**src/sv/assert_macros.svh**
```systemverilog
// ----------------------------------------------------------------------------
// Assertion macros
// Clocked assertion helpers shared by the RTL.
// ----------------------------------------------------------------------------
`ifndef ASSERT_MACROS_SVH
`define ASSERT_MACROS_SVH

// clocked implication or expression, disabled in reset
`define LULS_ASSERT(lbl, prop, msg) \
    lbl: assert property (@(posedge i_clk) disable iff (!i_rst_n) prop) else $error(msg);

// expression that never holds out of reset
`define LULS_NEVER(lbl, expr, msg) \
    lbl: assert property (@(posedge i_clk) disable iff (!i_rst_n) !(expr)) else $error(msg);

`endif

```
**src/sv/luls_div.sv**
```systemverilog
// ----------------------------------------------------------------------------
// LU solver divider
// Unsigned 64 by 32 bit restoring divider, one quotient bit per cycle.
// ----------------------------------------------------------------------------
module luls_div (
    input  logic        i_clk,
    input  logic        i_rst_n,
    input  logic        i_start,
    input  logic [63:0] i_num,
    input  logic [31:0] i_den,
    output logic        o_done,
    output logic [63:0] o_quo
);

    logic [6:0]  r_cnt, n_cnt;
    logic        r_run, n_run;
    logic        r_done, n_done;
    logic [32:0] r_rem, n_rem;
    logic [63:0] r_q, n_q;
    logic [31:0] r_den, n_den;
    logic [32:0] rem_sh;
    logic        fits;

    assign rem_sh = {r_rem[31:0], r_q[63]};
    assign fits   = rem_sh >= {1'b0, r_den};

    always_comb begin
        n_cnt  = r_cnt;
        n_run  = r_run;
        n_done = 1'b0;
        n_rem  = r_rem;
        n_q    = r_q;
        n_den  = r_den;
        if (i_start) begin
            n_cnt = 7'd0;
            n_run = 1'b1;
            n_rem = 33'd0;
            n_q   = i_num;
            n_den = i_den;
        end else if (r_run) begin
            n_rem = fits ? rem_sh - {1'b0, r_den} : rem_sh;
            n_q   = {r_q[62:0], fits};
            n_cnt = r_cnt + 7'd1;
            if (r_cnt == 7'd63) begin
                n_run  = 1'b0;
                n_done = 1'b1;
            end
        end
    end

    always_ff @(posedge i_clk) begin
        if (!i_rst_n) begin
            r_run  <= 1'b0;
            r_done <= 1'b0;
            r_cnt  <= 7'd0;
        end else begin
            r_run  <= n_run;
            r_done <= n_done;
            r_cnt  <= n_cnt;
        end
        r_rem <= n_rem;
        r_q   <= n_q;
        r_den <= n_den;
    end

    assign o_done = r_done;
    assign o_quo  = r_q;

endmodule

```
**config.mk**
```make
export PLATFORM = sky130hd
export DESIGN_NAME = luls_div
export DESIGN_NICKNAME = d
export VERILOG_FILES = /design/src/sv/assert_macros.svh /design/src/sv/luls_div.sv
export SDC_FILE = /design/constraint.sdc
export NUM_CORES = 1
export LEC_CHECK = 0
export BUFFER_PORTS_ARGS = -buffer_cell sky130_fd_sc_hd__buf_2
export CAP_MARGIN = 20
export CORE_UTILIZATION = 50
export DETAILED_ROUTE_END_ITERATION = 6
export MAX_ROUTING_LAYER = met4
export PLACE_DENSITY_LB_ADDON = 0.25
export SYNTH_ARGS = -nofsm -noshare
export SYNTH_HDL_FRONTEND = slang
export SYNTH_SLANG_ARGS = --single-unit
export TNS_END_PERCENT = 20
```
**constraint.sdc**
```tcl
create_clock -name i_clk -period 3.3 [get_ports i_clk]
set_input_delay 0.66 -clock i_clk [delete_from_list [all_inputs] [get_ports i_clk]]
set_output_delay 0.66 -clock i_clk [all_outputs]
set_load 0.1 [all_outputs]
```
==> key figures, run 1 <==
Timing
  – Fin. Hold Viols: 0
  – Ratio of final minimum period to clock period: 0.889
  – Post-layout min period: 2.93 ns
  – Maximum clock frequency: 0.341 GHz
  – Min Hold Slack: 0.405 ns
  – Setup TNS: 0 ns
  – RSZ-0062 raised after global routing: false
  – Setup-failing EPs final: 0
  – Slew HR: 0.350
  – Clk_skew: 0.0124 ns
  – Final Max Tran Viols: 0
  – Slew @ Worst Pin: 0.972 ns

Routing
  – Per-cell routed wire length: 17.2 um
  – DR pass1 iterations: 5
  – # DRC: 0
  – Via/cell ratio: 5.71
  – Post-Route WL: 18.5 mm
  – DR iter-0 viols: 532
  – Via count: 6134
  – DRT antenna net count: 0

Global route
  – First-pass GRT wire length: 30.0 mm
  – Gr usage total: 0.248
  – Vias in the first global route: 5932
  – Largest net degree at the start of global routing: 125
  – Grt total ovfl: 0
  – Antenna violations before repair: 1

Pwr
  – Clock Power Share: 0.358
  – VDD IR-drop max: 568 uV
  – P_int: 3.72 mW
  – Flop pwr share: 0.367
  – Gate power share: 0.275
  – PD cells: 614 mW/mm^2
  – Switch Pwr: 1.99 mW
  – Sw frac: 0.348
  – Lkg Pwr: 3.85 nW

Floorplanning
  – Die width: 126 um
  – Die area: 0.0160 mm^2
  – Starting Density: 0.511
  – Die Ht: 126 um
  – Number of core rows: 45
  – Area of the core: 0.0151 mm^2
  – IO Count: 164

Placement
  – GP Congestion: 0.930
  – Post-DP HPWL: 13.3 mm
  – IO Port Bufs: 163

Final layout
  – # fillers: 1285
  – Layout area overhead: 20.2%
  – Final Util: 0.614
  – Share of cells above drive strength 1: 0.333
  – Nets: 1005

Run
  – # Max-Cap Violations: 0

Worst setup path
  – Worst Setup Start Kind: flop
  – WP data arrival: 3.24 ns
  – Max FO, Critical Path: 14
  – CP Cell Sequence: inv_1 -> ha_1 -> a21oi_1 -> o21ai_2 -> nor3_2 -> nand3_1 -> and3_4 -> o21ai_4 -> buf_4 -> a211oi_1 -> a2111oi_1
  – CP required: 3.61 ns
  – Max stage delay on crit path: 0.40 ns
  – Crit-path slowest cell: o21ai_4
  – Critical path class: reg2reg
  – Crit path capture type: flop

Clock network
  – Hold buffers post-CTS: 0
  – CTS resizes: 0
  – Postcts setup bufs: 0
  – Max Buffers Root-to-Sink: 2
  – Clk slew on worst S/H paths: 0.06 ns
  – CTS tree: done
  – Clock tree sinks: 137
  – Root buffer cell: clkbuf_16
  – H-tree levels: 4
  – Clock latency on the worst-skew pair: 0.43 ns
  – TritonCTS buffer count: 17

Synthesis
  – Main synth FF type: edfxtp_1
  – Seq/Total Area, Yosys: 0.479
  – Synth Warn #: 0
  – Yosys cell types: 74
  – Post-synth EDFFs: 96
  – Cell Area, Synth: 0.00773 mm^2
  – Post-synthesis instance total: 723
  – Post-synth net total: 856
  – Fraction of registers with async set/reset: 0
  – Flops & latches, synth: 137
  – Syn avg cell area: 10.7 um^2

Run status
  – Outcome: finished, final reports clean

Hold path
  – Hold Crit Class: in2reg
[flip-flops by register name, indices dropped and copies added (netlist names)]
| name | flops |
|---|---|
| o_done | 1 |
| o_quo | 64 |
| r_cnt | 7 |
| r_den | 32 |
| r_rem | 32 |
| r_run | 1 |
[area by class of cell]
type                            instances  area [um^2]  area share
Sequential cell                       137         3700       0.398
Inverter                               42          158      0.0170
Tap cell                              188          235      0.0253
Clock inverter                         13          191      0.0206
Antenna cell                            1         2.50    0.000269
Multi-Input combinational cell        500         3650       0.392
Timing Repair Buffer                  174          926      0.0996
Clock buffer                           19          433      0.0466
[cell families (layout without fill, tap and decap cells)]
kind of cell / Yosys count / after routing / share of synthesized area
and+or+nand+nor: 193 / 193 / 0.123
other: 0 / 1 / 0
DFF: 137 / 137 / 0.479
buffers and inverters: 86 / 248 / 0.0495
xor gates and xnor gates: 28 / 28 / 0.0317
AOI/OAI and AO/OA: 177 / 177 / 0.163
adders and majority gates: 34 / 34 / 0.0560
muxes: 68 / 68 / 0.0984
[final timing paths]
path               end      start  slack (ns)  cells past startpoint
max          r_rem[12]  r_den[14]        0.37                     11
min           r_den[6]   i_den[6]        0.41                      1
max reg2reg  r_rem[12]  r_den[14]        0.37                     11
min reg2reg  r_rem[22]  r_rem[22]        0.48                      2
[cell usage after synthesis, drive strengths merged (16+ instances only)]
cell	number	area share
edfxtp	96	0.37
mux2	64	0.093
nor2	55	0.027
nand2	44	0.022
o21ai	44	0.031
inv	42	0.020
dfxtp	41	0.11
a21oi	37	0.025
ha	33	0.053
nand3	31	0.020
clkbuf	24	0.012
a311oi	21	0.024
buf	20	0.017
nand4	16	0.014
xnor2	16	0.018
[placed cells by master, fill, tap and decap left out, drive strengths merged, types with 5 or more instances in the layout]
master | Yosys | final
a211oi | 5 | 5
a21boi | 6 | 6
a21o | 12 | 12
a21oi | 37 | 37
a311oi | 21 | 21
and3 | 5 | 5
buf | 20 | 174
clkbuf | 24 | 19
dfxtp | 41 | 41
edfxtp | 96 | 96
ha | 33 | 33
inv | 42 | 47
mux2 | 64 | 64
nand2 | 44 | 44
nand3 | 31 | 31
nand4 | 16 | 16
nor2 | 55 | 55
nor2b | 5 | 5
nor3 | 10 | 10
o21a | 6 | 6
o21ai | 44 | 44
o21bai | 7 | 7
o22ai | 5 | 5
or3 | 6 | 6
xnor2 | 16 | 16
xor2 | 12 | 12
[metal layers]
metal  GRT usage  share of wire
met4      0.0822          0.019
met5           -              0
met3      0.0687          0.071
met1       0.310           0.44
met2       0.390           0.47
[stage by stage]
step | area, um^2 | setup WS (ns) | cells | power [mW]
3_5_place_dp | 8670 | 0.360 | 1041 | 3.69
3_3_place_gp | 8670 | 0.465 | 1041 | 3.68
6_report | 9300 | 0.368 | 1074 | 5.71
2_1_floorplan | 7730 | 0.194 | 723 | 3.38
4_1_cts | 9300 | 0.345 | 1073 | 5.73
5_1_grt | 9300 | 0.106 | 1074 | 5.92
[power by group through the flow]
stage               Clock [mW]  Combinational, mW  Sequential [mW]
finish                    2.04               1.57             2.09
global route              2.13               1.67             2.11
CTS                       2.06               1.57             2.10
detailed placement           0               1.56             2.13
global placement             0               1.56             2.12
floorplan                    0              0.663             2.72
[worst max-delay path: cells and delay by family, from the launching register on]
kind	cells	cell delay (ns)
fa+ha+maj	1	0.35
compound gates	5	1.26
flops	1	0.32
simple gates	3	0.55
buf+inv	2	0.33
Power figures use the tool's default switching activity.
==> inputs of run 2 (changes only) <==
--- a/config.mk
+++ b/config.mk
@@ -6,8 +6,9 @@
 export NUM_CORES = 1
 export LEC_CHECK = 0
 export BUFFER_PORTS_ARGS = -buffer_cell sky130_fd_sc_hd__buf_2
-export CAP_MARGIN = 20
+export CAP_MARGIN = 10
 export CORE_UTILIZATION = 50
+export CTS_BUF_LIST = sky130_fd_sc_hd__clkbuf_16
 export DETAILED_ROUTE_END_ITERATION = 6
 export MAX_ROUTING_LAYER = met4
 export PLACE_DENSITY_LB_ADDON = 0.25
==> run 2 against run 1 <==
Compared with the run above:
- worst setup slack barely moved
- cell area did not move
- fmax barely moved
- global-route usage did not move
- via count rose by 0.39%
- flip-flop and latch count did not move
- combinational power barely moved
- critical path type unchanged
==> key figures, run 2 (same netlist as run 1, synthesis figures left out) <==
Worst setup path
  – Critical path class: reg2reg
  – Crit-path slowest cell: o21ai_4
  – CP Cell Sequence: inv_1 -> ha_1 -> a21oi_1 -> o21ai_2 -> nor3_2 -> nand3_1 -> and3_4 -> o21ai_4 -> buf_4 -> a211oi_1 -> a2111oi_1
  – CP required: 3.61 ns (about the same)
  – Max stage delay on crit path: 0.40 ns (about the same)
  – Max FO, Critical Path: 14 (unchanged)
  – WP data arrival: 3.24 ns (about the same)
  – Worst Setup Start Kind: flop
  – Crit path capture type: flop

Hold path
  – Hold Crit Class: in2reg

Routing
  – DRT antenna net count: 0 (unchanged)
  – Per-cell routed wire length: 17.3 um (+0.17%)
  – DR iter-0 viols: 530 (-0.38%)
  – Post-Route WL: 18.6 mm (+0.17%)
  – Via count: 6158 (+0.39%)
  – DR pass1 iterations: 5 (unchanged)
  – # DRC: 0 (unchanged)
  – Via/cell ratio: 5.73 (+0.39%)

Floorplanning
  – Die width: 126 um (unchanged)
  – Die Ht: 126 um (unchanged)
  – Starting Density: 0.511 (unchanged)
  – Die area: 0.0160 mm^2 (unchanged)
  – Area of the core: 0.0151 mm^2 (unchanged)
  – IO Count: 164 (unchanged)
  – Number of core rows: 45 (unchanged)

Placement
  – Worst slack, placed: 0.360 ns (unchanged)
  – IO Port Bufs: 163 (unchanged)
  – Post-DP HPWL: 13.3 mm (unchanged)
  – GP Congestion: 0.930 (unchanged)

Clock network
  – TritonCTS buffer count: 17 (unchanged)
  – Clock latency on the worst-skew pair: 0.43 ns (about the same)
  – Postcts setup bufs: 0 (unchanged)
  – CTS tree: done
  – Clk slew on worst S/H paths: 0.06 ns (about the same)
  – H-tree levels: 4 (unchanged)
  – CTS resizes: 0 (unchanged)
  – Clock tree sinks: 137 (unchanged)
  – Max Buffers Root-to-Sink: 2 (unchanged)
  – Hold buffers post-CTS: 0 (unchanged)
  – Root buffer cell: clkbuf_16

Final layout
  – Final Util: 0.614 (unchanged)
  – Register area: 0.00370 mm^2 (unchanged)
  – Layout area overhead: 20.2% (unchanged)
  – # fillers: 1285 (unchanged)
  – Share of cells above drive strength 1: 0.333 (unchanged)
  – Most common cell after layout, fill and taps aside: buf_2
  – Multi-input logic area: 0.00365 mm^2 (unchanged)
  – Commonest non-fill, non-tap cells in the layout: buf_2 (162), edfxtp_1 (96), mux2_2 (64)
  – Nets: 1005 (unchanged)
  – Max reg flops: 64 (unchanged)

Global route
  – Gr usage total: 0.248 (unchanged)
  – First-pass GRT wire length: 30.0 mm (unchanged)
  – Grt total ovfl: 0 (unchanged)
  – Vias in the first global route: 5932 (unchanged)
  – Antenna violations before repair: 1 (unchanged)
  – Largest net degree at the start of global routing: 125 (unchanged)

Timing
  – RSZ-0062 raised after global routing: false
  – Maximum clock frequency: 0.341 GHz (about the same)
  – Setup TNS: 0 ns (unchanged)
  – Final Max Tran Viols: 0 (unchanged)
  – Post-layout min period: 2.93 ns (+0.000419 ns)
  – Setup-failing EPs final: 0 (unchanged)
  – Slew @ Worst Pin: 0.967 ns (-0.00506 ns)
  – Fin. Hold Viols: 0 (unchanged)
  – Final Worst Setup Slack: 0.367 ns (-0.000419 ns)
  – Slew HR: 0.353 (+0.00339)
  – Clk_skew: 0.0124 ns (+0.0000624 ns)
  – Ratio of final minimum period to clock period: 0.889 (about the same)

Pwr
  – Lkg Pwr: 3.85 nW (+0.22%)
  – PD cells: 613 mW/mm^2 (about the same)
  – Tot Pwr: 5.70 mW (about the same)
  – VDD IR-drop max: 568 uV (about the same)

Run
  – # Max-Cap Violations: 0 (unchanged)

Run status
  – Outcome: finished, final reports clean
[run 2: layout make-up]
class | instances | area share
Sequential cell | 137 | 0.398
Multi-Input combinational cell | 500 | 0.392
Timing Repair Buffer | 174 | 0.0996
Clock buffer | 17 | 0.0458
Tap cell | 188 | 0.0253
Clock inverter | 15 | 0.0214
Inverter | 42 | 0.0170
Antenna cell | 1 | 0.000269
[run 2: path summary, 6_finish.rpt]
kind / cells past startpoint / endpoint / slack (ns) / from
worst max-delay path: 11 / r_rem[12] / 0.37 / r_den[14]
worst max register to register: 11 / r_rem[12] / 0.37 / r_den[14]
worst min register to register: 2 / r_rem[22] / 0.48 / r_rem[22]
worst min-delay path: 1 / r_den[6] / 0.41 / i_den[6]
[run 2: metal layers]
layer  global-route usage  part of all wire
met1                0.310              0.44
met2                0.390              0.47
met3               0.0687             0.072
met4               0.0822             0.020
met5                    -                 0
[run 2: critical path: cells and delay by family (launching register included)]
kind | cells | cell delay [ns]
flops | 1 | 0.32
fa+ha+maj | 1 | 0.35
compound gates | 5 | 1.26
simple gates | 3 | 0.54
buf+inv | 2 | 0.33
[run 2: stage by stage]
step / cells / instance area (um^2) / hold WS (ns)
after floorplan: 723 / 7730 / 0.454
after global placement: 1041 / 8670 / 0.469
after detailed placement: 1041 / 8670 / 0.478
after CTS: 1073 / 9300 / 0.399
after global routing: 1074 / 9300 / 0.392
final: 1074 / 9300 / 0.405
[run 2: where the power goes]
part           switching, mW  internal, mW
logic                   1.14         0.430
clock network          0.767          1.27
registers             0.0783          2.02
total                   1.99          3.72
==> inputs of run 3 (changes only) <==
--- a/config.mk
+++ b/config.mk
@@ -5,11 +5,11 @@
 export SDC_FILE = /design/constraint.sdc
 export NUM_CORES = 1
 export LEC_CHECK = 0
-export BUFFER_PORTS_ARGS = -buffer_cell sky130_fd_sc_hd__buf_2
 export CAP_MARGIN = 10
-export CORE_UTILIZATION = 50
+export CORE_UTILIZATION = 55
 export CTS_BUF_LIST = sky130_fd_sc_hd__clkbuf_16
 export DETAILED_ROUTE_END_ITERATION = 6
+export DONT_BUFFER_PORTS = 1
 export MAX_ROUTING_LAYER = met4
 export PLACE_DENSITY_LB_ADDON = 0.25
 export SYNTH_ARGS = -nofsm -noshare
==> run 3 against run 2 <==
Compared with the run above:
- via count decreased by 8.9%
- global-route usage rose by 2.8 points
- worst setup slack worse by 0.046 ns
- fmax shrank 1.6%
- combinational power decreased by 48%
- final cell count decreased by 16%
- register-to-register slack got worse by 0.05 ns
- clock skew increased by 0.0033 ns
- hold slack worse by 0.083 ns
- clock power down 7%
- cell area down 9.4%
- highest routed layer unchanged
==> key figures, run 3 (same netlist as run 1, synthesis figures left out) <==
Run status
  – Outcome: finished, final reports clean

Worst setup path
  – CP delay by family, top: compound AO/OA/AOI/OAI gates
  – Crit path capture type: flop
  – Critical path class: reg2reg
  – Crit-path slowest cell: ha_1
  – Worst setup endpoint: r_rem[17]
  – WP depth: 11 (unchanged)
  – Register-to-register path setup slack: 0.32 ns (-0.05 ns)
  – CP required: 3.62 ns (about the same)
  – WP data arrival: 3.30 ns (+0.06 ns)
  – WP buf/inv: 2 (unchanged)
  – Max stage delay on crit path: 0.45 ns (+0.05 ns)
  – CP Cell Sequence: inv_1 -> ha_1 -> nand4_2 -> nor4_2 -> a21oi_1 -> o21ai_1 -> a221o_1 -> o21ai_4 -> buf_4 -> a211o_1 -> a311oi_1
  – Worst reg2reg path endpoint: r_rem[17]
  – Worst reg2reg startpoint: r_den[12]
  – Max FO, Critical Path: 11 (-3)
  – Worst Setup Start Kind: flop
  – Worst Setup SP: r_den[12]
  – Reg2Reg Depth: 11 (unchanged)

Placement
  – Post-DP HPWL: 13.2 mm (-1.0%)
  – DP Area: 0.00784 mm^2 (-9.6%)
  – Placed cell count: 868 (-17%)
  – Worst slack, placed: 0.374 ns (+0.0146 ns)
  – GP Congestion: 0.928 (-0.17%)
  – IO Port Bufs: 0 (-100%)

Final layout
  – Most common cell after layout, fill and taps aside: edfxtp_1
  – Max reg flops: 64 (unchanged)
  – Share of cells above drive strength 1: 0.181 (-0.152)
  – Fin cells: 899 (-16%)
  – Layout area overhead: 8.93%
  – Nets: 844 (-16%)
  – Final non-filler cell area: 0.00842 mm^2 (-9.4%)
  – Commonest non-fill, non-tap cells in the layout: edfxtp_1 (96), mux2_2 (64), nor2_1 (54)
  – Final Util: 0.626 (+0.0122)

Run
  – # Max-Cap Violations: 0 (unchanged)

Global route
  – Grt total ovfl: 0 (unchanged)
  – Vias in the first global route: 5599 (-5.6%)
  – Gr usage total: 0.276 (+0.0278)
  – First-pass GRT wire length: 29.6 mm (-1.6%)
  – Antenna violations before repair: 1 (unchanged)
  – Largest net degree at the start of global routing: 126 (+0.80%)

Clock network
  – Hold buffers post-CTS: 0 (unchanged)
  – CTS resizes: 0 (unchanged)
  – Max Buffers Root-to-Sink: 2 (unchanged)
  – Root buffer cell: clkbuf_16
  – Clock latency on the worst-skew pair: 0.43 ns (about the same)
  – Clk slew on worst S/H paths: 0.06 ns (about the same)
  – Clock tree sinks: 137 (unchanged)
  – TritonCTS buffer count: 17 (unchanged)
  – CTS tree: done
  – H-tree levels: 4 (unchanged)
  – Postcts setup bufs: 0 (unchanged)

Floorplanning
  – Starting Density: 0.575 (+0.0642)
  – Area of the core: 0.0135 mm^2 (-11%)
  – Die width: 121 um (-4.6%)
  – Number of core rows: 42 (-6.7%)
  – IO Count: 164 (unchanged)
  – Die Ht: 121 um (-4.6%)
  – Die area: 0.0145 mm^2 (-8.9%)

Routing
  – Via count: 5609 (-8.9%)
  – DR pass1 iterations: 5 (unchanged)
  – DR iter-0 viols: 503 (-5.1%)
  – Post-Route WL: 18.9 mm (+1.7%)
  – Via/cell ratio: 6.24 (+8.8%)
  – DRT antenna net count: 0 (unchanged)
  – Per-cell routed wire length: 21.0 um (+22%)
  – # DRC: 0 (unchanged)

Timing
  – Slew HR: 0.322 (-0.0307)
  – Maximum clock frequency: 0.336 GHz (-1.6%)
  – Ratio of final minimum period to clock period: 0.903 (+0.0141)
  – RSZ-0062 raised after global routing: false
  – Min Hold Slack: 0.323 ns (-0.0828 ns)
  – Post-layout min period: 2.98 ns (+0.0464 ns)
  – Fin. Hold Viols: 0 (unchanged)
  – Final Max Tran Viols: 0 (unchanged)
  – Final Worst Setup Slack: 0.321 ns (-0.0464 ns)
  – Clk_skew: 0.0157 ns (+0.00331 ns)
  – Setup-failing EPs final: 0 (unchanged)
  – Slew @ Worst Pin: 1.01 ns (+0.0458 ns)
  – Setup TNS: 0 ns (unchanged)

Pwr
  – PD cells: 645 mW/mm^2 (+5.2%)
  – Sw frac: 0.349 (+0.00103)
  – Switch Pwr: 1.90 mW (-4.4%)
  – Clock Power Share: 0.350 (-0.007)
  – P_int: 3.54 mW (-4.9%)
  – Gate power share: 0.151 (-0.124)
  – Flop pwr share: 0.499 (+0.132)
  – VDD IR-drop max: 457 uV (-20%)
  – Lkg Pwr: 3.19 nW (-17%)
  – Tot Pwr: 5.43 mW (-4.7%)

Hold path
  – Hold Crit Class: in2reg
-- run 3: cell types whose count changed in the layout (fill, tap and decap cells not counted), sizes merged --
cell / before / now
buf: 174 / 13
clkinv: 2 / 8
inv: 49 / 44
clkinvlp: 2 / 0
bufinv: 4 / 3
-- run 3: per-layer routing --
| layer | track usage | wire length [um] | vias up | share of wire |
|---|---|---|---|---|
| li1 | - | - | 2671 | - |
| met2 | 0.434 | 9110 | 234 | 0.48 |
| met3 | 0.0863 | 1520 | 26 | 0.080 |
| met4 | 0.111 | 353 | 0 | 0.019 |
| met1 | 0.330 | 7890 | 2678 | 0.42 |
| met5 | - | 0 | - | 0 |
-- run 3: power groups by stage --
stage                     sequential, mW  clock (mW)  combinational [mW]
after floorplan                     2.72           0               0.663
after global placement              2.74           0               0.797
after detailed placement            2.75           0               0.808
after CTS                           2.71        1.93               0.813
after global routing                2.73        2.00               0.902
final                               2.71        1.90               0.821
-- run 3: area by class of cell --
type / count / area, um^2
Clock buffer: 17 / 425
Timing Repair Buffer: 13 / 110
Tap cell: 176 / 220
Sequential cell: 137 / 3700
Clock inverter: 13 / 155
Multi-Input combinational cell: 500 / 3650
Inverter: 42 / 158
Antenna cell: 1 / 2.50
Fill cell: 1102 / 5030
-- run 3: worst min-delay path by stage --
stage | start | to | slack (ns) | cells past startpoint
after global routing | i_start | r_rem[6] | 0.29 | 1
after detailed placement | r_cnt[6] | r_cnt[6] | 0.48 | 2
after CTS | i_start | r_rem[6] | 0.29 | 1
after global placement | r_cnt[6] | r_cnt[6] | 0.46 | 2
after floorplan | r_cnt[6] | r_cnt[6] | 0.45 | 2
final | i_den[8] | r_den[8] | 0.32 | 0
